**src/lome_pkg.sv**
```systemverilog
`default_nettype none
package lome_pkg;

    // Slot index and rank width; covers books of up to 63 slots.
    localparam int SLOT_IW = 6;
    localparam int CNT_W   = 6;

    localparam logic [1:0] REQ_CREATE = 2'd0;
    localparam logic [1:0] REQ_CANCEL = 2'd1;
    localparam logic [1:0] REQ_MODIFY = 2'd2;
    localparam logic [1:0] REQ_NONE   = 2'd3;

    localparam logic [2:0] ST_RESTING   = 3'd0;
    localparam logic [2:0] ST_PARTIAL   = 3'd1;
    localparam logic [2:0] ST_FILLED    = 3'd2;
    localparam logic [2:0] ST_CANCELLED = 3'd3;
    localparam logic [2:0] ST_REJECTED  = 3'd4;

    localparam logic [2:0] RJ_NONE      = 3'd0;
    localparam logic [2:0] RJ_UNKNOWN   = 3'd1;
    localparam logic [2:0] RJ_BAD_PRICE = 3'd2;
    localparam logic [2:0] RJ_BAD_QTY   = 3'd3;
    localparam logic [2:0] RJ_DUPLICATE = 3'd4;
    localparam logic [2:0] RJ_BOOK_FULL = 3'd5;

    typedef enum logic [1:0] {
        OP_NONE,
        OP_FILL,
        OP_REMOVE,
        OP_INSERT
    } t_op;

    typedef enum logic [2:0] {
        S_IDLE,
        S_FIND,
        S_DECIDE,
        S_MSTART,
        S_MWAIT,
        S_MDO,
        S_REPORT
    } t_state;

    // Record that walks down the cell chain during a book scan.
    typedef struct packed {
        logic               vld;
        logic               hit;
        logic [SLOT_IW-1:0] hit_idx;
        logic               hit_side;
        logic [30:0]        hit_price;
        logic [31:0]        hit_filled;
        logic [CNT_W-1:0]   hit_arr;
        logic               free;
        logic [SLOT_IW-1:0] free_idx;
        logic [CNT_W-1:0]   cnt;
        logic               best;
        logic [SLOT_IW-1:0] b_idx;
        logic [30:0]        b_price;
        logic [CNT_W-1:0]   b_arr;
        logic [31:0]        b_id;
        logic [31:0]        b_rem;
    } t_scan;

    typedef struct packed {
        logic [31:0] id;
        logic        msd;
    } t_key;

    // Book update broadcast to every cell.
    typedef struct packed {
        t_op                op;
        logic [SLOT_IW-1:0] idx;
        logic [31:0]        qty;
        logic [CNT_W-1:0]   rank;
        logic               drop;
        logic [31:0]        id;
        logic               side;
        logic [30:0]        price;
        logic [31:0]        filled;
    } t_cmd;

    typedef struct packed {
        logic        is_report;
        logic        last_item;
        logic [31:0] subject_id;
        logic [31:0] maker_ident;
        logic        side_out;
        logic [31:0] price_out;
        logic [31:0] qty_out;
        logic [31:0] filled_total;
        logic [2:0]  status_code;
        logic [2:0]  reject_code;
        logic [31:0] seq_out;
        logic [31:0] trade_number;
    } t_res;

endpackage
`default_nettype wire

```
**src/lome_ctrl.sv**
```systemverilog
`default_nettype none
// Command sequencer: checks, scan launch, fill loop, result register.
module lome_ctrl #(
    parameter int N = 32
) (
    input  wire                 i_clk,
    input  wire                 i_rst_n,
    input  wire                 i_valid,
    output logic                o_ready,
    input  wire  [1:0]          i_req_type,
    input  wire  [31:0]         i_seq_in,
    input  wire  [31:0]         i_order_ident,
    input  wire                 i_buy_sell,
    input  wire  signed [31:0]  i_limit_price,
    input  wire  [31:0]         i_order_qty,
    output lome_pkg::t_scan     o_scan_go,
    input  lome_pkg::t_scan     i_scan_tail,
    output lome_pkg::t_key      o_key,
    output lome_pkg::t_cmd      o_cmd,
    output logic                o_res_valid,
    input  wire                 i_res_ready,
    output lome_pkg::t_res      o_res
);
    localparam logic [lome_pkg::CNT_W-1:0] K_MAX = N[lome_pkg::CNT_W-1:0];

    lome_pkg::t_state            r_state, n_state;
    logic [1:0]                  r_type;
    logic [31:0]                 r_id;
    logic                        r_side, n_side;
    logic [31:0]                 r_price;
    logic [31:0]                 r_rem, n_rem;
    logic [31:0]                 r_filled, n_filled;
    logic [31:0]                 r_seq;
    logic [lome_pkg::CNT_W-1:0]  r_k, n_k;
    logic [31:0]                 r_next_seq, n_next_seq;
    logic [31:0]                 r_next_trade, n_next_trade;
    lome_pkg::t_scan             r_scan;
    lome_pkg::t_res              r_rpt, n_rpt;
    logic                        r_ov;
    lome_pkg::t_res              r_out;
    lome_pkg::t_res              n_out;
    logic                        w_push;
    logic                        w_can_push;
    logic                        w_acc;
    logic                        w_go;
    logic                        w_bad_in_price;
    logic                        w_cross;
    logic [31:0]                 w_q;
    logic [31:0]                 w_seq;

    function automatic lome_pkg::t_res mk_rpt(
        input logic [31:0] id, input logic side, input logic [31:0] price,
        input logic [31:0] qty, input logic [31:0] filled, input logic [2:0] st,
        input logic [2:0] rj, input logic [31:0] seq);
        lome_pkg::t_res r;
        r.is_report    = 1'b1;
        r.last_item    = 1'b1;
        r.subject_id   = id;
        r.maker_ident  = 32'd0;
        r.side_out     = side;
        r.price_out    = price;
        r.qty_out      = qty;
        r.filled_total = filled;
        r.status_code  = st;
        r.reject_code  = rj;
        r.seq_out      = seq;
        r.trade_number = 32'd0;
        return r;
    endfunction

    assign o_ready        = (r_state == lome_pkg::S_IDLE);
    assign w_acc          = i_valid && o_ready && (i_req_type != lome_pkg::REQ_NONE);
    assign w_can_push     = !r_ov || i_res_ready;
    assign w_bad_in_price = i_limit_price[31] || (i_limit_price == 32'sd0);
    assign w_seq          = (i_seq_in == 32'd0) ? r_next_seq : i_seq_in;
    assign w_q            = (r_rem < r_scan.b_rem) ? r_rem : r_scan.b_rem;
    assign w_cross        = r_scan.best &&
                            (r_side ? (r_price[30:0] <= r_scan.b_price)
                                    : (r_price[30:0] >= r_scan.b_price));

    // The lookup scan leaves at the accepting edge, so cell 0 sees the incoming id.
    assign o_key.id  = (r_state == lome_pkg::S_IDLE) ? i_order_ident : r_id;
    assign o_key.msd = ~r_side;

    always_comb begin
        o_scan_go     = '0;
        o_scan_go.vld = w_go;
    end

    // Next state
    always_comb begin
        n_state = r_state;
        case (r_state)
            lome_pkg::S_IDLE: begin
                if (w_acc) begin
                    if (i_req_type == lome_pkg::REQ_CANCEL) begin
                        n_state = lome_pkg::S_FIND;
                    end else if (w_bad_in_price || i_order_qty == 32'd0 ||
                        (i_req_type == lome_pkg::REQ_CREATE && i_order_ident == 32'd0)) begin
                        n_state = lome_pkg::S_REPORT;
                    end else begin
                        n_state = lome_pkg::S_FIND;
                    end
                end
            end
            lome_pkg::S_FIND: begin
                if (i_scan_tail.vld) begin
                    n_state = lome_pkg::S_DECIDE;
                end
            end
            lome_pkg::S_DECIDE: begin
                if (r_type == lome_pkg::REQ_CANCEL || r_scan.hit == (r_type == lome_pkg::REQ_CREATE)) begin
                    n_state = lome_pkg::S_REPORT;
                end else begin
                    n_state = lome_pkg::S_MSTART;
                end
            end
            lome_pkg::S_MSTART: n_state = lome_pkg::S_MWAIT;
            lome_pkg::S_MWAIT: begin
                if (i_scan_tail.vld) begin
                    n_state = lome_pkg::S_MDO;
                end
            end
            lome_pkg::S_MDO: begin
                if (r_rem == 32'd0 || r_k == K_MAX || !w_cross) begin
                    n_state = lome_pkg::S_REPORT;
                end else if (w_can_push) begin
                    n_state = lome_pkg::S_MSTART;
                end
            end
            lome_pkg::S_REPORT: begin
                if (w_can_push) begin
                    n_state = lome_pkg::S_IDLE;
                end
            end
            default: n_state = lome_pkg::S_IDLE;
        endcase
    end

    // Datapath and book commands
    always_comb begin
        n_side       = r_side;
        n_rem        = r_rem;
        n_filled     = r_filled;
        n_k          = r_k;
        n_next_seq   = r_next_seq;
        n_next_trade = r_next_trade;
        n_rpt        = r_rpt;
        n_out        = r_out;
        w_push       = 1'b0;
        w_go         = 1'b0;
        o_cmd        = '0;
        o_cmd.op     = lome_pkg::OP_NONE;
        case (r_state)
            lome_pkg::S_IDLE: begin
                if (w_acc) begin
                    if (i_seq_in == 32'd0) begin
                        n_next_seq = r_next_seq + 32'd1;
                    end else if (i_seq_in >= r_next_seq) begin
                        n_next_seq = i_seq_in + 32'd1;
                    end
                    n_side   = i_buy_sell;
                    n_rem    = i_order_qty;
                    n_filled = 32'd0;
                    n_k      = '0;
                    w_go     = 1'b1;
                    if (i_req_type == lome_pkg::REQ_CREATE) begin
                        if (i_order_ident == 32'd0) begin
                            n_rpt = mk_rpt(i_order_ident, i_buy_sell, i_limit_price, 32'd0,
                                           32'd0, lome_pkg::ST_REJECTED, lome_pkg::RJ_UNKNOWN, w_seq);
                        end else if (w_bad_in_price) begin
                            n_rpt = mk_rpt(i_order_ident, i_buy_sell, i_limit_price, 32'd0,
                                           32'd0, lome_pkg::ST_REJECTED, lome_pkg::RJ_BAD_PRICE, w_seq);
                        end else begin
                            n_rpt = mk_rpt(i_order_ident, i_buy_sell, i_limit_price, 32'd0,
                                           32'd0, lome_pkg::ST_REJECTED, lome_pkg::RJ_BAD_QTY, w_seq);
                        end
                    end else if (i_req_type == lome_pkg::REQ_MODIFY) begin
                        if (w_bad_in_price) begin
                            n_rpt = mk_rpt(i_order_ident, 1'b0, i_limit_price, 32'd0, 32'd0,
                                           lome_pkg::ST_REJECTED, lome_pkg::RJ_BAD_PRICE, w_seq);
                        end else begin
                            n_rpt = mk_rpt(i_order_ident, 1'b0, i_limit_price, 32'd0, 32'd0,
                                           lome_pkg::ST_REJECTED, lome_pkg::RJ_BAD_QTY, w_seq);
                        end
                    end
                end
            end
            lome_pkg::S_DECIDE: begin
                case (r_type)
                    lome_pkg::REQ_CREATE: begin
                        n_rpt = mk_rpt(r_id, r_side, r_price, 32'd0, 32'd0,
                                       lome_pkg::ST_REJECTED, lome_pkg::RJ_DUPLICATE, r_seq);
                    end
                    lome_pkg::REQ_CANCEL: begin
                        if (r_scan.hit) begin
                            n_rpt = mk_rpt(r_id, r_scan.hit_side, {1'b0, r_scan.hit_price},
                                           32'd0, r_scan.hit_filled, lome_pkg::ST_CANCELLED,
                                           lome_pkg::RJ_NONE, r_seq);
                        end else begin
                            n_rpt = mk_rpt(r_id, 1'b0, 32'd0, 32'd0, 32'd0,
                                           lome_pkg::ST_REJECTED, lome_pkg::RJ_UNKNOWN, r_seq);
                        end
                    end
                    default: begin
                        n_side = r_scan.hit_side;
                        n_rpt  = mk_rpt(r_id, 1'b0, r_price, 32'd0, 32'd0,
                                        lome_pkg::ST_REJECTED, lome_pkg::RJ_UNKNOWN, r_seq);
                    end
                endcase
                if (r_type != lome_pkg::REQ_CREATE && r_scan.hit) begin
                    o_cmd.op   = lome_pkg::OP_REMOVE;
                    o_cmd.idx  = r_scan.hit_idx;
                    o_cmd.rank = r_scan.hit_arr;
                end
            end
            lome_pkg::S_MSTART: begin
                w_go = 1'b1;
            end
            lome_pkg::S_MDO: begin
                if (r_rem == 32'd0) begin
                    n_rpt = mk_rpt(r_id, r_side, r_price, 32'd0, r_filled,
                                   lome_pkg::ST_FILLED, lome_pkg::RJ_NONE, r_seq);
                end else if (r_k == K_MAX || !w_cross) begin
                    if (!r_scan.free) begin
                        n_rpt = mk_rpt(r_id, r_side, r_price, r_rem, r_filled,
                                       lome_pkg::ST_REJECTED, lome_pkg::RJ_BOOK_FULL, r_seq);
                    end else begin
                        n_rpt = mk_rpt(r_id, r_side, r_price, r_rem, r_filled,
                                       (r_k == '0) ? lome_pkg::ST_RESTING : lome_pkg::ST_PARTIAL,
                                       lome_pkg::RJ_NONE, r_seq);
                        o_cmd.op     = lome_pkg::OP_INSERT;
                        o_cmd.idx    = r_scan.free_idx;
                        o_cmd.rank   = r_scan.cnt;
                        o_cmd.qty    = r_rem;
                        o_cmd.id     = r_id;
                        o_cmd.side   = r_side;
                        o_cmd.price  = r_price[30:0];
                        o_cmd.filled = r_filled;
                    end
                end else if (w_can_push) begin
                    w_push             = 1'b1;
                    n_out.is_report    = 1'b0;
                    n_out.last_item    = 1'b0;
                    n_out.subject_id   = r_id;
                    n_out.maker_ident  = r_scan.b_id;
                    n_out.side_out     = ~r_side;
                    n_out.price_out    = {1'b0, r_scan.b_price};
                    n_out.qty_out      = w_q;
                    n_out.filled_total = 32'd0;
                    n_out.status_code  = lome_pkg::ST_RESTING;
                    n_out.reject_code  = lome_pkg::RJ_NONE;
                    n_out.seq_out      = r_seq;
                    n_out.trade_number = r_next_trade;
                    o_cmd.op   = lome_pkg::OP_FILL;
                    o_cmd.idx  = r_scan.b_idx;
                    o_cmd.qty  = w_q;
                    o_cmd.rank = r_scan.b_arr;
                    o_cmd.drop = (w_q == r_scan.b_rem);
                    n_rem        = r_rem - w_q;
                    n_filled     = r_filled + w_q;
                    n_k          = r_k + 1'b1;
                    n_next_trade = r_next_trade + 32'd1;
                end
            end
            lome_pkg::S_REPORT: begin
                if (w_can_push) begin
                    w_push = 1'b1;
                    n_out  = r_rpt;
                end
            end
            default: begin
            end
        endcase
        // A create or modify rejected on its fields never launches a scan.
        if (r_state == lome_pkg::S_IDLE && n_state == lome_pkg::S_REPORT) begin
            w_go = 1'b0;
        end
    end

    always_ff @(posedge i_clk) begin
        if (!i_rst_n) begin
            r_state      <= lome_pkg::S_IDLE;
            r_next_seq   <= 32'd1;
            r_next_trade <= 32'd1;
            r_ov         <= 1'b0;
            r_k          <= '0;
        end else begin
            r_state      <= n_state;
            r_next_seq   <= n_next_seq;
            r_next_trade <= n_next_trade;
            r_k          <= n_k;
            if (w_push) begin
                r_ov <= 1'b1;
            end else if (i_res_ready) begin
                r_ov <= 1'b0;
            end
        end
    end

    always_ff @(posedge i_clk) begin
        if (w_acc) begin
            r_type  <= i_req_type;
            r_id    <= i_order_ident;
            r_price <= i_limit_price;
            r_seq   <= w_seq;
        end
        if (i_scan_tail.vld) begin
            r_scan <= i_scan_tail;
        end
        r_side   <= n_side;
        r_rem    <= n_rem;
        r_filled <= n_filled;
        r_rpt    <= n_rpt;
        r_out    <= n_out;
    end

    assign o_res_valid = r_ov;
    assign o_res       = r_out;

    a_idle_no_cmd: assert property (@(posedge i_clk) disable iff (!i_rst_n)
        o_ready |-> (o_cmd.op == lome_pkg::OP_NONE))
        else $error("book changed while idle");

    a_fill_rescan: assert property (@(posedge i_clk) disable iff (!i_rst_n)
        (o_cmd.op == lome_pkg::OP_FILL) |=> (r_state == lome_pkg::S_MSTART))
        else $error("fill not followed by rescan");

    a_fill_nonzero: assert property (@(posedge i_clk) disable iff (!i_rst_n)
        (o_cmd.op == lome_pkg::OP_FILL) |-> (o_cmd.qty != 32'd0) && w_push)
        else $error("empty fill or fill without trade");

    a_k_bound: assert property (@(posedge i_clk) disable iff (!i_rst_n)
        (r_k <= K_MAX))
        else $error("trade count over book size");

endmodule
`default_nettype wire

```
**config.mk**
```make
export PLATFORM = sky130hd
export DESIGN_NAME = lome_ctrl
export DESIGN_NICKNAME = d
export VERILOG_FILES = /design/src/lome_pkg.sv /design/src/lome_ctrl.sv
export SDC_FILE = /design/constraint.sdc
export NUM_CORES = 2
export LEC_CHECK = 0
export ABC_CLOCK_PERIOD_IN_PS = 20800
export BUFFER_PORTS_ARGS = -buffer_cell sky130_fd_sc_hd__buf_2
export CORE_AREA = 5 5 362 364
export DETAILED_ROUTE_END_ITERATION = 8
export DIE_AREA = 0 0 367 369
export PLACE_DENSITY = 0.51
export SLEW_MARGIN = 20
export SYNTH_ARGS = -nofsm -noshare
export SYNTH_HDL_FRONTEND = slang
export SYNTH_SLANG_ARGS = --single-unit
export TNS_END_PERCENT = 5
```
**constraint.sdc**
```tcl
create_clock -name i_clk -period 20.8 [get_ports i_clk]
set_clock_uncertainty 0.05 [all_clocks]
set_input_delay 4.16 -clock i_clk [delete_from_list [all_inputs] [get_ports i_clk]]
set_output_delay 4.16 -clock i_clk [all_outputs]
set_load 0.02 [all_outputs]
```
==> results.cfg <==
[cts]
numClockSinks = 834
cts_hold_buf = 0
cts_buffer_depth = 3
htree_levels = 3
clk_pin_slew_worst_paths_ns = 0.06
cts_resized = 0
clkLatencyLatePin_ns = 0.70
cts_root_buf = clkbuf_16
cts_setup_buffers = 0
cts_tree = done
numCtsBuffers = 96

[synth]
syn-instance-count = 3835
synth_top_area_share_pct = 53.9
ys_warn_count = 0
yosysTopAreaCell = edfxtp_1
ys_seq_area_share_pct = 57.4
synthTopCellsByArea = edfxtp_1, nand2_1, ha_1
ys_types = 96
synth_edf_count = 760
syn_avg_cell_area_um2 = 11.0
synthTopCellsByCount = edfxtp_1, nand2_1, nor2_1
async_flop_share_pct = 0
syn-cell-area_mm2 = 0.0423
synth_most_common_cell = edfxtp_1
ys_seq_elements = 834
synth_flop_cell = edfxtp_1

[flow_run]
cap_violations = 0

[drt]
num_vias = 31823
postRouteAntennaNets = 0
firstDrtPassIters = 6
totalWireLength_um = 154000
remaining_drc_errors = 0
routed_via_density = 5.07
wl_per_cell_um = 24.6
drt_iter0_drc = 2736

[global_routing]
antenna_found_initial = 17
met2_usage_pct = 35.2
grt_busiest_layer = met2
grt_use_total_pct = 21.7
grt_pass1_wl_um = 219000
met3_usage_pct = 5.18
grt_pass1_vias = 31114
grt_max_degree = 133
grt_overflow = 0
grtUsageMet1_pct = 28.7

[critical_path]
crit_chain = buf_2 -> nor4_1 -> nand4_1 -> nor3_1 -> buf_4 -> nor3_1 -> or2_2 -> o21a_1 -> buf_2
slowest_stage = nor3_1
crit_path_max_incr_delay_ns = 0.76
arrival_ns = 6.86
criticalPathCategory = primary input to primary output
required_ns = 16.59
crit_path_start_kind = primary input
critical_path.endpoint_type = primary output
cp_max_fo = 4

[sta]
holdWs_ns = 0.426
rsz0062_at_grt = no
period_needed_ns = 11.07
final.period_utilization_pct = 53.2
max_slew.worst_pin.slew_ns = 1.08
setup_viol = 0
relSlewSlack_pct = 27.2
clock.fmax_mhz = 90.3
finalMaxSlewViolations = 0
final_hold_viol_count = 0
fin_ws_ns = 9.73
setup_tns_ns = 0

[outcome]
status = completed

[placement]
post-place-ws_ns = 9.72
gp_congestion = 0.911
hpwlAfterDp_um = 114000
placed_area_mm2 = 0.0471
port_buffers = 745

[min_path]
hold_class = register to register

[layout]
area_growth_pct = 18.6
nets = 5001
fin_area_mm2 = 0.0502
drive_gt1_share_pct = 22.3

[floorplanning]
dieHeight_um = 369
rows = 131
io_pins = 944
start_util_pct = 33.3
fp.coreArea_mm2 = 0.127
die_area_mm2 = 0.135
die_w_um = 367

[power_and_ir_drop]
vdd_drop_max_v = 0.0000655
cellPowerDensity_mw_per_mm2 = 105
cellLeakagePower_nw = 21.0
area by class of cell:
cell class                      instances  area, µm²
Antenna cell                            7       17.5
Sequential cell                       834      24300
Clock buffer                          117       2520
Tap cell                             1662       2080
Multi-Input combinational cell       2587      15800
Timing Repair Buffer                  793       4120
Fill cell                           12498      76800
Inverter                              218        823
Clock inverter                         57        562
flip-flops by register name, summed over array words and instances (netlist names):
| name | flops |
|---|---|
| o_res | 232 |
| o_res_valid | 1 |
| r_type | 2 |
| r_k | 6 |
| r_rpt | 167 |
| r_side | 1 |
| r_next_seq | 32 |
| r_id | 32 |
| r_price | 32 |
| r_filled | 32 |
| r_rem | 32 |
| r_state | 3 |
| r_seq | 32 |
| r_scan | 198 |
| r_next_trade | 32 |
metrics by stage:
step | power [W] | cells | utilization [%]
final | 0.00529 | 6275 | 39.5
after floorplan | 0.00320 | 4032 | -
after global placement | 0.00364 | 6094 | 37.1
after CTS | 0.00535 | 6268 | 39.5
after detailed placement | 0.00364 | 6094 | 37.1
after global routing | 0.00555 | 6268 | 39.5
worst max-delay path: cells and delay by family:
family | cells | cell delay, ns
buffers and inverters | 3 | 0.54
AND/OR/NAND/NOR | 5 | 2.03
AO/OA/AOI/OAI | 1 | 0.12
cell usage in the layout (no fill, tap or decap), drive strengths merged, types with 13 or more instances in the layout:
master  instances
ha            137
clkbuf        117
dfxtp          74
a22o           58
xnor2          68
clkinv         43
nand4          47
nand3          45
a31oi          20
a222oi         31
buf           793
inv           220
nor4           53
mux2           37
a221o          17
a21o           67
nor2          235
nor2b          23
o31ai          21
o21ai         154
or2            16
o22ai          25
and2          138
xor2           33
nand2         544
nand2b         64
conb          198
a21oi         186
edfxtp        760
and3          126
nor3           41
mux2i          52
maj3           13
final timing paths:
path,depth (start not counted),start,to,slack (ns)
setup / recovery,9,i_order_ident[21],o_scan_go[198],9.73
hold / removal,2,r_next_trade[20],r_next_trade[20],0.43
setup reg to reg,24,r_rem[31],r_rem[30],13.50
hold reg to reg,2,r_next_trade[20],r_next_trade[20],0.43
logic make-up after synthesis:
logic type	count (synthesis)	share of synthesized area, %
AO/OA/AOI/OAI	679	10.7
XOR/XNOR	101	2.09
buffers and inverters	611	7.29
multiplexers	89	2.21
other	1	0.00886
AND/OR/NAND/NOR	1370	15.9
flip-flops	834	57.4
adder cells (fa/ha/maj)	150	4.36
per-layer routing:
metal  share of wire [%]  routed length [µm]
met1                  43               66400
met2                  46               71400
met3                 7.3               11300
met4                 3.3                5020
met5               0.059                  91
where the power goes:
group / total [W] / leakage [nW] / switching, W / internal (W)
sequential: 0.00224 / 7.67 / 0.000141 / 0.00210
combinational: 0.00136 / 11.8 / 0.000922 / 0.000440
clock: 0.00169 / 1.50 / 0.000713 / 0.000975
No activity file was read; power rests on OpenSTA's default activity.
