## config.mk

```make
export PLATFORM = sky130hd
export DESIGN_NAME = lome_cell
export DESIGN_NICKNAME = d
export VERILOG_FILES = /design/src/lome_pkg.sv /design/src/lome_cell.sv
export SDC_FILE = /design/constraint.sdc
export NUM_CORES = 1
export LEC_CHECK = 0
export BUFFER_PORTS_ARGS = -buffer_cell sky130_fd_sc_hd__buf_2
export CORE_AREA = 10 10 219 221
export CTS_CLUSTER_SIZE = 20
export DETAILED_ROUTE_END_ITERATION = 10
export DIE_AREA = 0 0 229 231
export PLACE_DENSITY = 0.76
export SKIP_CTS_REPAIR_TIMING = 1
export SYNTH_ARGS = -nofsm -noshare
export SYNTH_HDL_FRONTEND = slang
export SYNTH_SLANG_ARGS = --single-unit
```

## constraint.sdc

```tcl
create_clock -name i_clk -period 4.6 [get_ports i_clk]
set_input_delay 0.23 -clock i_clk [delete_from_list [all_inputs] [get_ports i_clk]]
set_output_delay 0.23 -clock i_clk [all_outputs]
set_load 0.02 [all_outputs]
```

## src/lome_pkg.sv

```systemverilog
`default_nettype none
package lome_pkg;

    // Slot index and rank width; covers books of up to 63 slots.
    localparam int SLOT_IW = 6;
    localparam int CNT_W   = 6;

    localparam logic [1:0] REQ_CREATE = 2'd0;
    localparam logic [1:0] REQ_CANCEL = 2'd1;
    localparam logic [1:0] REQ_MODIFY = 2'd2;
    localparam logic [1:0] REQ_NONE   = 2'd3;

    localparam logic [2:0] ST_RESTING   = 3'd0;
    localparam logic [2:0] ST_PARTIAL   = 3'd1;
    localparam logic [2:0] ST_FILLED    = 3'd2;
    localparam logic [2:0] ST_CANCELLED = 3'd3;
    localparam logic [2:0] ST_REJECTED  = 3'd4;

    localparam logic [2:0] RJ_NONE      = 3'd0;
    localparam logic [2:0] RJ_UNKNOWN   = 3'd1;
    localparam logic [2:0] RJ_BAD_PRICE = 3'd2;
    localparam logic [2:0] RJ_BAD_QTY   = 3'd3;
    localparam logic [2:0] RJ_DUPLICATE = 3'd4;
    localparam logic [2:0] RJ_BOOK_FULL = 3'd5;

    typedef enum logic [1:0] {
        OP_NONE,
        OP_FILL,
        OP_REMOVE,
        OP_INSERT
    } t_op;

    typedef enum logic [2:0] {
        S_IDLE,
        S_FIND,
        S_DECIDE,
        S_MSTART,
        S_MWAIT,
        S_MDO,
        S_REPORT
    } t_state;

    // Record that walks down the cell chain during a book scan.
    typedef struct packed {
        logic               vld;
        logic               hit;
        logic [SLOT_IW-1:0] hit_idx;
        logic               hit_side;
        logic [30:0]        hit_price;
        logic [31:0]        hit_filled;
        logic [CNT_W-1:0]   hit_arr;
        logic               free;
        logic [SLOT_IW-1:0] free_idx;
        logic [CNT_W-1:0]   cnt;
        logic               best;
        logic [SLOT_IW-1:0] b_idx;
        logic [30:0]        b_price;
        logic [CNT_W-1:0]   b_arr;
        logic [31:0]        b_id;
        logic [31:0]        b_rem;
    } t_scan;

    typedef struct packed {
        logic [31:0] id;
        logic        msd;
    } t_key;

    // Book update broadcast to every cell.
    typedef struct packed {
        t_op                op;
        logic [SLOT_IW-1:0] idx;
        logic [31:0]        qty;
        logic [CNT_W-1:0]   rank;
        logic               drop;
        logic [31:0]        id;
        logic               side;
        logic [30:0]        price;
        logic [31:0]        filled;
    } t_cmd;

    typedef struct packed {
        logic        is_report;
        logic        last_item;
        logic [31:0] subject_id;
        logic [31:0] maker_ident;
        logic        side_out;
        logic [31:0] price_out;
        logic [31:0] qty_out;
        logic [31:0] filled_total;
        logic [2:0]  status_code;
        logic [2:0]  reject_code;
        logic [31:0] seq_out;
        logic [31:0] trade_number;
    } t_res;

endpackage
`default_nettype wire

```

## src/lome_cell.sv

```systemverilog
`default_nettype none
// One book slot plus one stage of the scan chain.
module lome_cell #(
    parameter int IDX = 0
) (
    input  wire                 i_clk,
    input  wire                 i_rst_n,
    input  lome_pkg::t_scan     i_scan,
    output lome_pkg::t_scan     o_scan,
    input  lome_pkg::t_key      i_key,
    input  lome_pkg::t_cmd      i_cmd
);
    localparam logic [lome_pkg::SLOT_IW-1:0] MY = IDX[lome_pkg::SLOT_IW-1:0];

    logic                        r_valid;
    logic [31:0]                 r_id;
    logic                        r_side;
    logic [30:0]                 r_price;
    logic [31:0]                 r_rem;
    logic [31:0]                 r_filled;
    logic [lome_pkg::CNT_W-1:0]  r_arr;
    lome_pkg::t_scan             r_scan;
    lome_pkg::t_scan             n_scan;
    logic                        w_better;
    logic                        w_mine;
    logic                        w_older;

    assign w_mine  = (i_cmd.idx == MY);
    assign w_older = r_valid && (r_arr > i_cmd.rank);

    always_comb begin
        if (!i_scan.best) begin
            w_better = 1'b1;
        end else if (r_price == i_scan.b_price) begin
            w_better = r_arr < i_scan.b_arr;
        end else if (i_key.msd) begin
            w_better = r_price < i_scan.b_price;
        end else begin
            w_better = r_price > i_scan.b_price;
        end
    end

    always_comb begin
        n_scan = i_scan;
        if (r_valid) begin
            n_scan.cnt = i_scan.cnt + 1'b1;
        end
        if (r_valid && r_id == i_key.id && !i_scan.hit) begin
            n_scan.hit        = 1'b1;
            n_scan.hit_idx    = MY;
            n_scan.hit_side   = r_side;
            n_scan.hit_price  = r_price;
            n_scan.hit_filled = r_filled;
            n_scan.hit_arr    = r_arr;
        end
        if (!r_valid && !i_scan.free) begin
            n_scan.free     = 1'b1;
            n_scan.free_idx = MY;
        end
        if (r_valid && r_side == i_key.msd && w_better) begin
            n_scan.best    = 1'b1;
            n_scan.b_idx   = MY;
            n_scan.b_price = r_price;
            n_scan.b_arr   = r_arr;
            n_scan.b_id    = r_id;
            n_scan.b_rem   = r_rem;
        end
    end

    always_ff @(posedge i_clk) begin
        if (!i_rst_n) begin
            r_scan.vld <= 1'b0;
        end else begin
            r_scan.vld <= n_scan.vld;
        end
        r_scan.hit        <= n_scan.hit;
        r_scan.hit_idx    <= n_scan.hit_idx;
        r_scan.hit_side   <= n_scan.hit_side;
        r_scan.hit_price  <= n_scan.hit_price;
        r_scan.hit_filled <= n_scan.hit_filled;
        r_scan.hit_arr    <= n_scan.hit_arr;
        r_scan.free       <= n_scan.free;
        r_scan.free_idx   <= n_scan.free_idx;
        r_scan.cnt        <= n_scan.cnt;
        r_scan.best       <= n_scan.best;
        r_scan.b_idx      <= n_scan.b_idx;
        r_scan.b_price    <= n_scan.b_price;
        r_scan.b_arr      <= n_scan.b_arr;
        r_scan.b_id       <= n_scan.b_id;
        r_scan.b_rem      <= n_scan.b_rem;
    end

    assign o_scan = r_scan;

    always_ff @(posedge i_clk) begin
        if (!i_rst_n) begin
            r_valid <= 1'b0;
        end else begin
            case (i_cmd.op)
                lome_pkg::OP_FILL: begin
                    if (w_mine) begin
                        r_rem    <= r_rem - i_cmd.qty;
                        r_filled <= r_filled + i_cmd.qty;
                        if (i_cmd.drop) begin
                            r_valid <= 1'b0;
                        end
                    end else if (i_cmd.drop && w_older) begin
                        r_arr <= r_arr - 1'b1;
                    end
                end
                lome_pkg::OP_REMOVE: begin
                    if (w_mine) begin
                        r_valid <= 1'b0;
                    end else if (w_older) begin
                        r_arr <= r_arr - 1'b1;
                    end
                end
                lome_pkg::OP_INSERT: begin
                    if (w_mine) begin
                        r_valid  <= 1'b1;
                        r_id     <= i_cmd.id;
                        r_side   <= i_cmd.side;
                        r_price  <= i_cmd.price;
                        r_rem    <= i_cmd.qty;
                        r_filled <= i_cmd.filled;
                        r_arr    <= i_cmd.rank;
                    end
                end
                default: begin
                end
            endcase
        end
    end

endmodule
`default_nettype wire

```

==> results.py, run 1 <==
metrics = {
    "status": {
        "status": "finished with violations",
        "violations": "negative hold slack",
    },
    "timing": {
        "tns_ns": 0,
        "rsz0062_at_grt": "no",
        "timing.final.hold_violations": 4,
        "fmax_mhz": 251,
        "finalCritPeriodShare_pct": 86.7,
        "slew_violations": 0,
        "setup_viol": 0,
        "clock_skew_ns": 0.0216,
        "relSlewSlack_pct": 33.2,
        "worst_slew_pin_slew_ns": 1.00,
        "fin_crit_ns": 3.99,
        "timing.hold.ws_ns": -0.0117,
    },
    "floorplan": {
        "die-area_um2": 52900,
        "die_x_um": 229,
        "ios": 576,
        "row_count": 77,
        "core_area_um2": 43700,
        "start_util_pct": 37.8,
        "dieHeight_um": 231,
    },
    "layout": {
        "drive_above_1_share_pct": 36.7,
        "finish.utilization_pct": 55.3,
        "final_nets": 2772,
        "stdcell_count": 2920,
        "area_growth_pct": 46.5,
        "final_area_um2": 24200,
        "fill_cells": 3577,
    },
    "drt": {
        "vias": 15200,
        "dr.pass1.iters": 7,
        "viasPerCell": 5.21,
        "ant_nets": 0,
        "wl_mm": 69.9,
        "avgRoutedWirePerCell_um": 23.9,
        "drt_iter0_drc": 1184,
        "drc": 0,
    },
    "synth": {
        "synth_area_leaders": "edfxtp_1 (24%), dfxtp_1 (24%), mux2_4 (8.1%)",
        "ys_ff_latch": 334,
        "synth_ff_type": "dfxtp_1",
        "synth_top_cell_area_share_pct": 24.4,
        "yosys-top-cells-count": "dfxtp_1 (200), edfxtp_1 (134), ha_1 (106), a21oi_1 (90), mux2_4 (89)",
        "synth_top_cell_by_area": "edfxtp_1",
        "synth.most_common_cell": "dfxtp_1",
        "yosysUniqueCellTypes": 76,
        "async_flop_share_pct": 0,
        "avgSynthCellArea_um2": 11.6,
        "postSynthNetCount": 1908,
        "synth_seq_area_share_pct": 48.6,
        "netlist_area_um2": 16500,
        "synth_edf_count": 134,
        "synthCells": 1423,
        "yosys_warnings": 0,
    },
    "clock_network": {
        "clkLatencyLatePin_ns": 0.56,
        "cts_tree": "yes",
        "cts_buffers": 40,
        "cts_root_buf": "clkbuf_16",
        "cts_num_sinks": 334,
        "path_clk_slew_ns": 0.06,
        "ctsLongestPathBuffers": 3,
        "htreeDepth": 2,
    },
    "power": {
        "sw_frac_of_total_pct": 25.6,
        "pwr-share-seq_pct": 41.3,
        "leakage_uw": 0.0108,
        "p_comb_share_pct": 15.3,
        "vdd_drop_max_uv": 282,
        "net-switching-power_uw": 2000,
        "p_int_uw": 5810,
        "clkPwrFrac_pct": 43.4,
        "power.density_nw_per_um2": 323,
    },
    "setup_path": {
        "reg2reg_slack_ns": 0.61,
        "end_kind": "flop",
        "cp.depth": 10,
        "critPathRequiredTime_ns": 5.04,
        "cp-startpoint": "r_price[16]",
        "path_cells": "ha_1 -> a21oi_1 -> o21ai_0 -> a2111oi_0 -> o211ai_1 -> a31oi_1 -> mux2i_2 -> nand2_8 -> buf_12 -> mux2_4",
        "crit_path_end": "o_scan[20]",
        "cp_top_family": "compound AO/OA/AOI/OAI gates",
        "setup.worst_path.start_class": "flop",
        "crit_buf_inv": 1,
        "path_class": "reg2reg",
        "arrival_ns": 4.43,
        "max_stage_delay_ns": 0.55,
        "crit_slowest_cell": "mux2i_2",
        "r2r_start": "r_price[16]",
        "r2r.worst_path.cells": 10,
        "reg2reg_to": "o_scan[20]",
        "cp_max_fo": 43,
    },
    "place": {
        "gp_congestion": 0.967,
        "portBuffers": 575,
        "dp_cells": 2555,
        "hpwlAfterDp_mm": 50.0,
        "post_dp_cell_area_um2": 19900,
    },
    "global_routing": {
        "antenna_found_initial": 14,
        "overflow": 0,
        "grt_pass1_vias": 13900,
        "grt_use_total_pct": 22.3,
        "grt_pass1_wl_mm": 90.3,
        "grt_start_max_net_pins": 85,
    },
    "min_path": {
        "hold_path_class": "in2reg",
        "worstHoldStart": "i_cmd[102]",
    },
    "flow_run": {
        "cap_violations": 0,
    },
}
## registers in the layout, indices dropped and copies added (netlist names)
name and flops:
r_price 31, r_arr 6, r_filled 32, o_scan 199, r_id 32, r_rem 32
r_valid 1, r_side 1
## how the worst min path moves through the flow
stage / to / slack, ns / cells after the start
6_report: r_arr[5] / -0.01 / 3
5_1_grt: r_filled[3] / 0.004 / 3
4_1_cts: r_id[11] / -0.20 / 1
3_5_place_dp: r_price[28] / 0.41 / 1
3_3_place_gp: r_id[16] / 0.41 / 1
2_1_floorplan: o_scan[107] / 0.32 / 1
## worst min-delay path, stage by stage
cell     delay (ns)
buf_2          0.09
nand2_1        0.04
o21ai_0        0.06
## power groups by stage
stage	clock [µW]	sequential (µW)	combinational, µW
after global placement	0	3280	938
final	3390	3230	1200
after global routing	3550	3230	1280
after detailed placement	0	3290	958
after CTS	3430	3220	966
after floorplan	0	3400	420
## placed cells by master (no fill, tap or decap), types with 5 or more instances in the layout
| cell type | instances |
|---|---|
| buf_2 | 575 |
| dlygate4sd3_1 | 282 |
| dfxtp_1 | 200 |
| edfxtp_1 | 134 |
| ha_1 | 106 |
| a21oi_1 | 90 |
| mux2_4 | 89 |
| inv_1 | 88 |
| nand2_1 | 85 |
| mux2_2 | 84 |
| nor2_1 | 73 |
| xnor2_1 | 65 |
| o21ai_0 | 54 |
| clkbuf_16 | 44 |
| a21o_1 | 33 |
| nand4_1 | 21 |
| xor2_1 | 21 |
| nor2b_1 | 21 |
| nor3_1 | 20 |
| nand3_1 | 15 |
| o21a_1 | 15 |
| a211oi_1 | 14 |
| o31ai_1 | 10 |
| o21bai_1 | 10 |
| diode_2 | 9 |
| nand2b_1 | 8 |
| and3_1 | 7 |
| clkbuf_8 | 7 |
| buf_4 | 7 |
| o211ai_1 | 6 |
| a31oi_1 | 6 |
| and4_1 | 6 |
| nor3b_1 | 6 |
| clkinv_2 | 6 |
| nor4_1 | 5 |
| or3_1 | 5 |
| o31a_1 | 5 |
| or2_2 | 5 |
| inv_6 | 5 |
## metrics by stage
step           total power, µW  setup slack [ns]  hold slack [ns]
6_report                  7810             0.611          -0.0117
5_1_grt                   8060             0.450          0.00410
3_3_place_gp              4220             0.961            0.408
2_1_floorplan             3820             0.423            0.316
3_5_place_dp              4240             0.651            0.408
4_1_cts                   7620             0.645           -0.195
## logic make-up after synthesis
kind of cell,after synthesis,share of synthesized area (%)
compound gates,288,11.4
buf+inv,133,4.07
flops,334,48.6
xor+xnor,86,4.56
simple gates,298,9.04
fa+ha+maj,108,8.27
mux,176,14.0
## layer usage
metal	up-vias	global-route usage [%]	wire length (µm)
met3	215	7.43	5830
li1	6907	-	-
met4	20	7.76	3370
met1	7267	25.2	26200
met5	-	0	125
met2	817	38.8	34400
## cell type report
| type | count | area, µm² | share of cell area (%) |
|---|---|---|---|
| Antenna cell | 9 | 22.5 | 0.0931 |
| Tap cell | 592 | 741 | 3.06 |
| Timing Repair Buffer | 867 | 5810 | 24.0 |
| Inverter | 88 | 330 | 1.37 |
| Multi-Input combinational cell | 956 | 7840 | 32.4 |
| Sequential cell | 334 | 8030 | 33.2 |
| Clock inverter | 19 | 199 | 0.822 |
| Clock buffer | 55 | 1210 | 5.01 |
No activity file was read; power rests on OpenSTA's default activity.
==> inputs of run 2 (changes only) <==
- PLACE_DENSITY: 0.76 -> 0.66
==> run 2 against run 1 <==
  * The flow still finishes with violations (negative hold slack)
  * Via count down 1.1%
  * Critical path depth did not move
  * Global-route usage down 0.60 points
  * Sequential power about the same
  * Sequential share of layout area up 0.089 points
  * Hold slack got worse by 0.018 ns
  * Critical endpoint is now o_scan[24]
  * Highest routed layer unchanged
==> results.py, run 2 (synthesized netlist as in run 1, its figures left out) <==
metrics = {
    "status": {
        "status": "finished with violations",
        "violations": "negative hold slack",
    },
    "drt": {
        "ant_nets": 0,
        "drt_iter0_drc": 1201,
        "vias": 15100,
        "viasPerCell": 5.15,
        "drc": 0,
        "avgRoutedWirePerCell_um": 23.0,
        "wl_mm": 67.3,
        "dr.pass1.iters": 7,
    },
    "power": {
        "power.density_nw_per_um2": 315,
        "vdd_drop_max_uv": 304,
        "leakage_uw": 0.0108,
    },
    "place": {
        "portBuffers": 575,
        "gp_congestion": 0.942,
        "hpwlAfterDp_mm": 48.6,
    },
    "global_routing": {
        "grt_pass1_vias": 13800,
        "grt_start_max_net_pins": 72,
        "grt_use_total_pct": 21.7,
        "overflow": 0,
        "antenna_found_initial": 12,
        "grt_pass1_wl_mm": 88.0,
    },
    "timing": {
        "timing.hold.ws_ns": -0.0296,
        "setup_viol": 0,
        "finalCritPeriodShare_pct": 87.0,
        "relSlewSlack_pct": 31.7,
        "fin_crit_ns": 4.00,
        "fmax_mhz": 250,
        "slew_violations": 0,
        "timing.final.hold_violations": 4,
        "clock_skew_ns": 0.0190,
        "rsz0062_at_grt": "no",
        "worst_slew_pin_slew_ns": 1.02,
        "tns_ns": 0,
    },
    "floorplan": {
        "dieHeight_um": 231,
        "die_x_um": 229,
        "core_area_um2": 43700,
        "start_util_pct": 37.8,
        "die-area_um2": 52900,
        "ios": 576,
        "row_count": 77,
    },
    "clock_network": {
        "clkLatencyLatePin_ns": 0.56,
        "ctsLongestPathBuffers": 3,
        "cts_root_buf": "clkbuf_16",
        "cts_buffers": 39,
        "path_clk_slew_ns": 0.06,
        "cts_tree": "yes",
        "cts_num_sinks": 334,
        "htreeDepth": 2,
    },
    "layout": {
        "area_growth_pct": 46.1,
        "finish.utilization_pct": 55.2,
        "drive_above_1_share_pct": 36.5,
        "fill_cells": 3597,
        "seq_area_um2": 8030,
        "multi_input_area_um2": 7850,
        "layout_common_cells": "buf_2 (575), dlygate4sd3_1 (284), dfxtp_1 (200)",
        "largest_reg_flops": 199,
        "final_nets": 2774,
        "layout_commonest_cell": "buf_2",
    },
    "min_path": {
        "hold_path_class": "in2reg",
    },
    "setup_path": {
        "end_kind": "flop",
        "path_class": "reg2reg",
        "arrival_ns": 4.43,
        "cp_max_fo": 47,
        "setup.worst_path.start_class": "flop",
        "critPathRequiredTime_ns": 5.03,
    },
    "flow_run": {
        "cap_violations": 0,
    },
}
## run 2: changes by cell type in the layout (fill, tap and decap cells not counted), sizes merged
cell	previous run	this run
clkbuf	55	59
clkinv	9	5
diode	9	11
dlygate4sd3	282	284
buf	585	586
bufinv	3	2
clkinvlp	1	0
## run 2: worst paths after layout
check	start	end	slack (ns)	cells after the start
worst max register to register	r_price[16]	o_scan[24]	0.60	10
worst min-delay path	i_cmd[7]	r_filled[7]	-0.03	3
worst min register to register	r_rem[15]	o_scan[15]	0.51	1
worst max-delay path	r_price[16]	o_scan[24]	0.60	10
## run 2: where the power goes
group	leakage [µW]	switching (µW)	internal, µW
logic	0.00724	599	591
clock network	0.000651	1300	1890
registers	0.00289	36.1	3190
total	0.0108	1940	5660
## run 2: final cells by class
class	count	share of cell area, %
Clock buffer	59	4.86
Antenna cell	11	0.114
Tap cell	592	3.07
Sequential cell	334	33.3
Clock inverter	13	0.571
Multi-Input combinational cell	956	32.5
Inverter	88	1.37
Timing Repair Buffer	870	24.2
## run 2: metrics by stage
| step | setup slack (ns) | cells | total power, µW | cell area, µm² | hold slack (ns) |
|---|---|---|---|---|---|
| finish | 0.596 | 2923 | 7600 | 24100 | -0.0296 |
| global route | 0.437 | 2916 | 7860 | 24100 | 0.0000581 |
| CTS | 0.679 | 2628 | 7420 | 21300 | -0.181 |
| detailed placement | 0.680 | 2556 | 4240 | 19900 | 0.408 |
| global placement | 0.962 | 2556 | 4220 | 19900 | 0.408 |
| floorplan | 0.423 | 1423 | 3820 | 16500 | 0.316 |
## run 2: metal layers
| metal | wire, µm | track usage (%) | up-vias |
|---|---|---|---|
| met5 | 40 | 0 | - |
| met4 | 3570 | 6.83 | 6 |
| met3 | 5200 | 6.06 | 203 |
| met2 | 32900 | 38.1 | 764 |
| met1 | 25600 | 25.2 | 7167 |
| li1 | - | - | 6912 |
## run 2: worst max-delay path, stage by stage (launching register included)
cell,delay (ns)
edfxtp_1,0.45
ha_1,0.35
a21oi_1,0.16
o21ai_0,0.14
a2111oi_0,0.49
o211ai_1,0.23
a31oi_1,0.30
mux2i_2,0.51
nand2_8,0.47
buf_12,0.36
mux2_4,0.34
==> inputs of run 3 (changes only) <==
- CORE_AREA: 10 10 219 221 -> unset
- CORE_MARGIN: unset -> 10
- CORE_UTILIZATION: unset -> 30
- DIE_AREA: 0 0 229 231 -> unset
- PLACE_DENSITY: 0.66 -> unset
==> run 3 against run 2 <==
  * The run still ends with negative hold slack left
  * Non-clock buffer count increased by 7
  * Clock skew decreased by 0.0041 ns
  * Die area increased by 23%
  * Flip-flop and latch count unchanged
  * Via count decreased by 2.7%
==> results.py, run 3 (synthesized netlist as in run 1, its figures left out) <==
metrics = {
    "power": {
        "vdd_drop_max_uv": 278,
        "power.density_nw_per_um2": 317,
        "leakage_uw": 0.0109,
    },
    "drt": {
        "avgRoutedWirePerCell_um": 21.5,
        "drt_iter0_drc": 830,
        "wl_mm": 65.2,
        "drc": 0,
        "viasPerCell": 4.82,
        "ant_nets": 0,
        "dr.pass1.iters": 5,
        "vias": 14600,
    },
    "setup_path": {
        "cp_top_family": "compound AO/OA/AOI/OAI gates",
        "arrival_ns": 4.44,
        "path_cells": "ha_1 -> a21oi_1 -> o21ai_0 -> a2111oi_0 -> o211ai_1 -> a31oi_1 -> mux2i_2 -> nand2_8 -> buf_12 -> mux2_4",
        "crit_buf_inv": 1,
        "end_kind": "flop",
        "critPathRequiredTime_ns": 5.05,
        "max_stage_delay_ns": 0.50,
        "crit_slowest_cell": "mux2i_2",
        "cp_max_fo": 44,
        "setup.worst_path.start_class": "flop",
        "path_class": "reg2reg",
    },
    "timing": {
        "tns_ns": 0,
        "timing.final.hold_violations": 1,
        "worst_slew_pin_slew_ns": 1.04,
        "setup_viol": 0,
        "clock_skew_ns": 0.0149,
        "timing.hold.ws_ns": -0.00239,
        "fin_crit_ns": 3.99,
        "finalCritPeriodShare_pct": 86.7,
        "fmax_mhz": 251,
        "slew_violations": 0,
        "relSlewSlack_pct": 30.5,
        "rsz0062_at_grt": "no",
    },
    "layout": {
        "drive_above_1_share_pct": 36.4,
        "fill_cells": 4906,
        "area_growth_pct": 47.9,
        "finish.utilization_pct": 45.1,
        "final_nets": 2783,
        "layout_common_cells": "buf_2 (575), dlygate4sd3_1 (292), dfxtp_1 (200)",
        "largest_reg_flops": 199,
        "layout_commonest_cell": "buf_2",
    },
    "place": {
        "gp_congestion": 0.929,
        "hpwlAfterDp_mm": 48.9,
        "portBuffers": 575,
    },
    "floorplan": {
        "ios": 576,
        "die_x_um": 255,
        "die-area_um2": 64800,
        "start_util_pct": 30.5,
        "row_count": 85,
        "core_area_um2": 54100,
        "dieHeight_um": 255,
    },
    "global_routing": {
        "grt_start_max_net_pins": 78,
        "grt_use_total_pct": 17.6,
        "antenna_found_initial": 16,
        "grt_pass1_vias": 13800,
        "overflow": 0,
        "grt_pass1_wl_mm": 86.2,
    },
    "clock_network": {
        "ctsLongestPathBuffers": 3,
        "clkLatencyLatePin_ns": 0.57,
        "cts_tree": "yes",
        "cts_root_buf": "clkbuf_16",
        "htreeDepth": 2,
        "cts_buffers": 41,
        "cts_num_sinks": 334,
        "path_clk_slew_ns": 0.06,
    },
    "status": {
        "status": "finished with violations",
        "violations": "negative hold slack",
    },
    "flow_run": {
        "cap_violations": 0,
    },
    "min_path": {
        "hold_path_class": "in2reg",
    },
}
-- run 3: metrics by stage --
step	setup WS (ns)	area, µm²	power [µW]	hold WS, ns	std cells
floorplan	0.423	16500	3820	0.316	1423
detailed placement	0.746	20100	4230	0.408	2659
CTS	0.735	21500	7610	-0.215	2735
finish	0.613	24400	7740	-0.00239	3035
global placement	0.945	20100	4220	0.408	2659
global route	0.434	24400	8040	0.0000526	3033
-- run 3: per-layer routing --
layer  vias up  wire [µm]  GRT usage, %
met5         -         95             0
met4        18       2510          6.90
met3       162       5700          6.68
met2       585      31500          30.0
met1      6939      25400          19.7
li1       6935          -             -
-- run 3: layout make-up --
| cell class | instances | area, µm² | share of cell area, % |
|---|---|---|---|
| Sequential cell | 334 | 8030 | 32.9 |
| Multi-Input combinational cell | 956 | 7850 | 32.1 |
| Timing Repair Buffer | 877 | 5910 | 24.2 |
| Clock buffer | 59 | 1210 | 4.98 |
| Tap cell | 696 | 871 | 3.57 |
| Inverter | 88 | 330 | 1.35 |
| Clock inverter | 17 | 195 | 0.799 |
| Antenna cell | 8 | 20.0 | 0.0820 |
-- run 3: worst paths after layout --
kind                    start      endpoint  slack (ns)  cells past startpoint
setup / recovery  r_price[18]    o_scan[48]        0.61                     10
hold / removal      i_cmd[14]  r_filled[14]      -0.002                      3
setup reg to reg  r_price[18]    o_scan[48]        0.61                     10
hold reg to reg     r_rem[30]    o_scan[30]        0.51                      1
-- run 3: tightest hold or removal path, delay by kind of cell --
family / cells / cell delay [ns]
compound gates: 1 / 0.10
buf+inv: 1 / 0.08
simple gates: 1 / 0.03
-- run 3: where the power goes --
group / total [µW] / internal [µW] / switching [µW]
clock network: 3340 / 1980 / 1370
logic: 1180 / 594 / 583
registers: 3220 / 3190 / 34.0
total: 7740 / 5760 / 1980
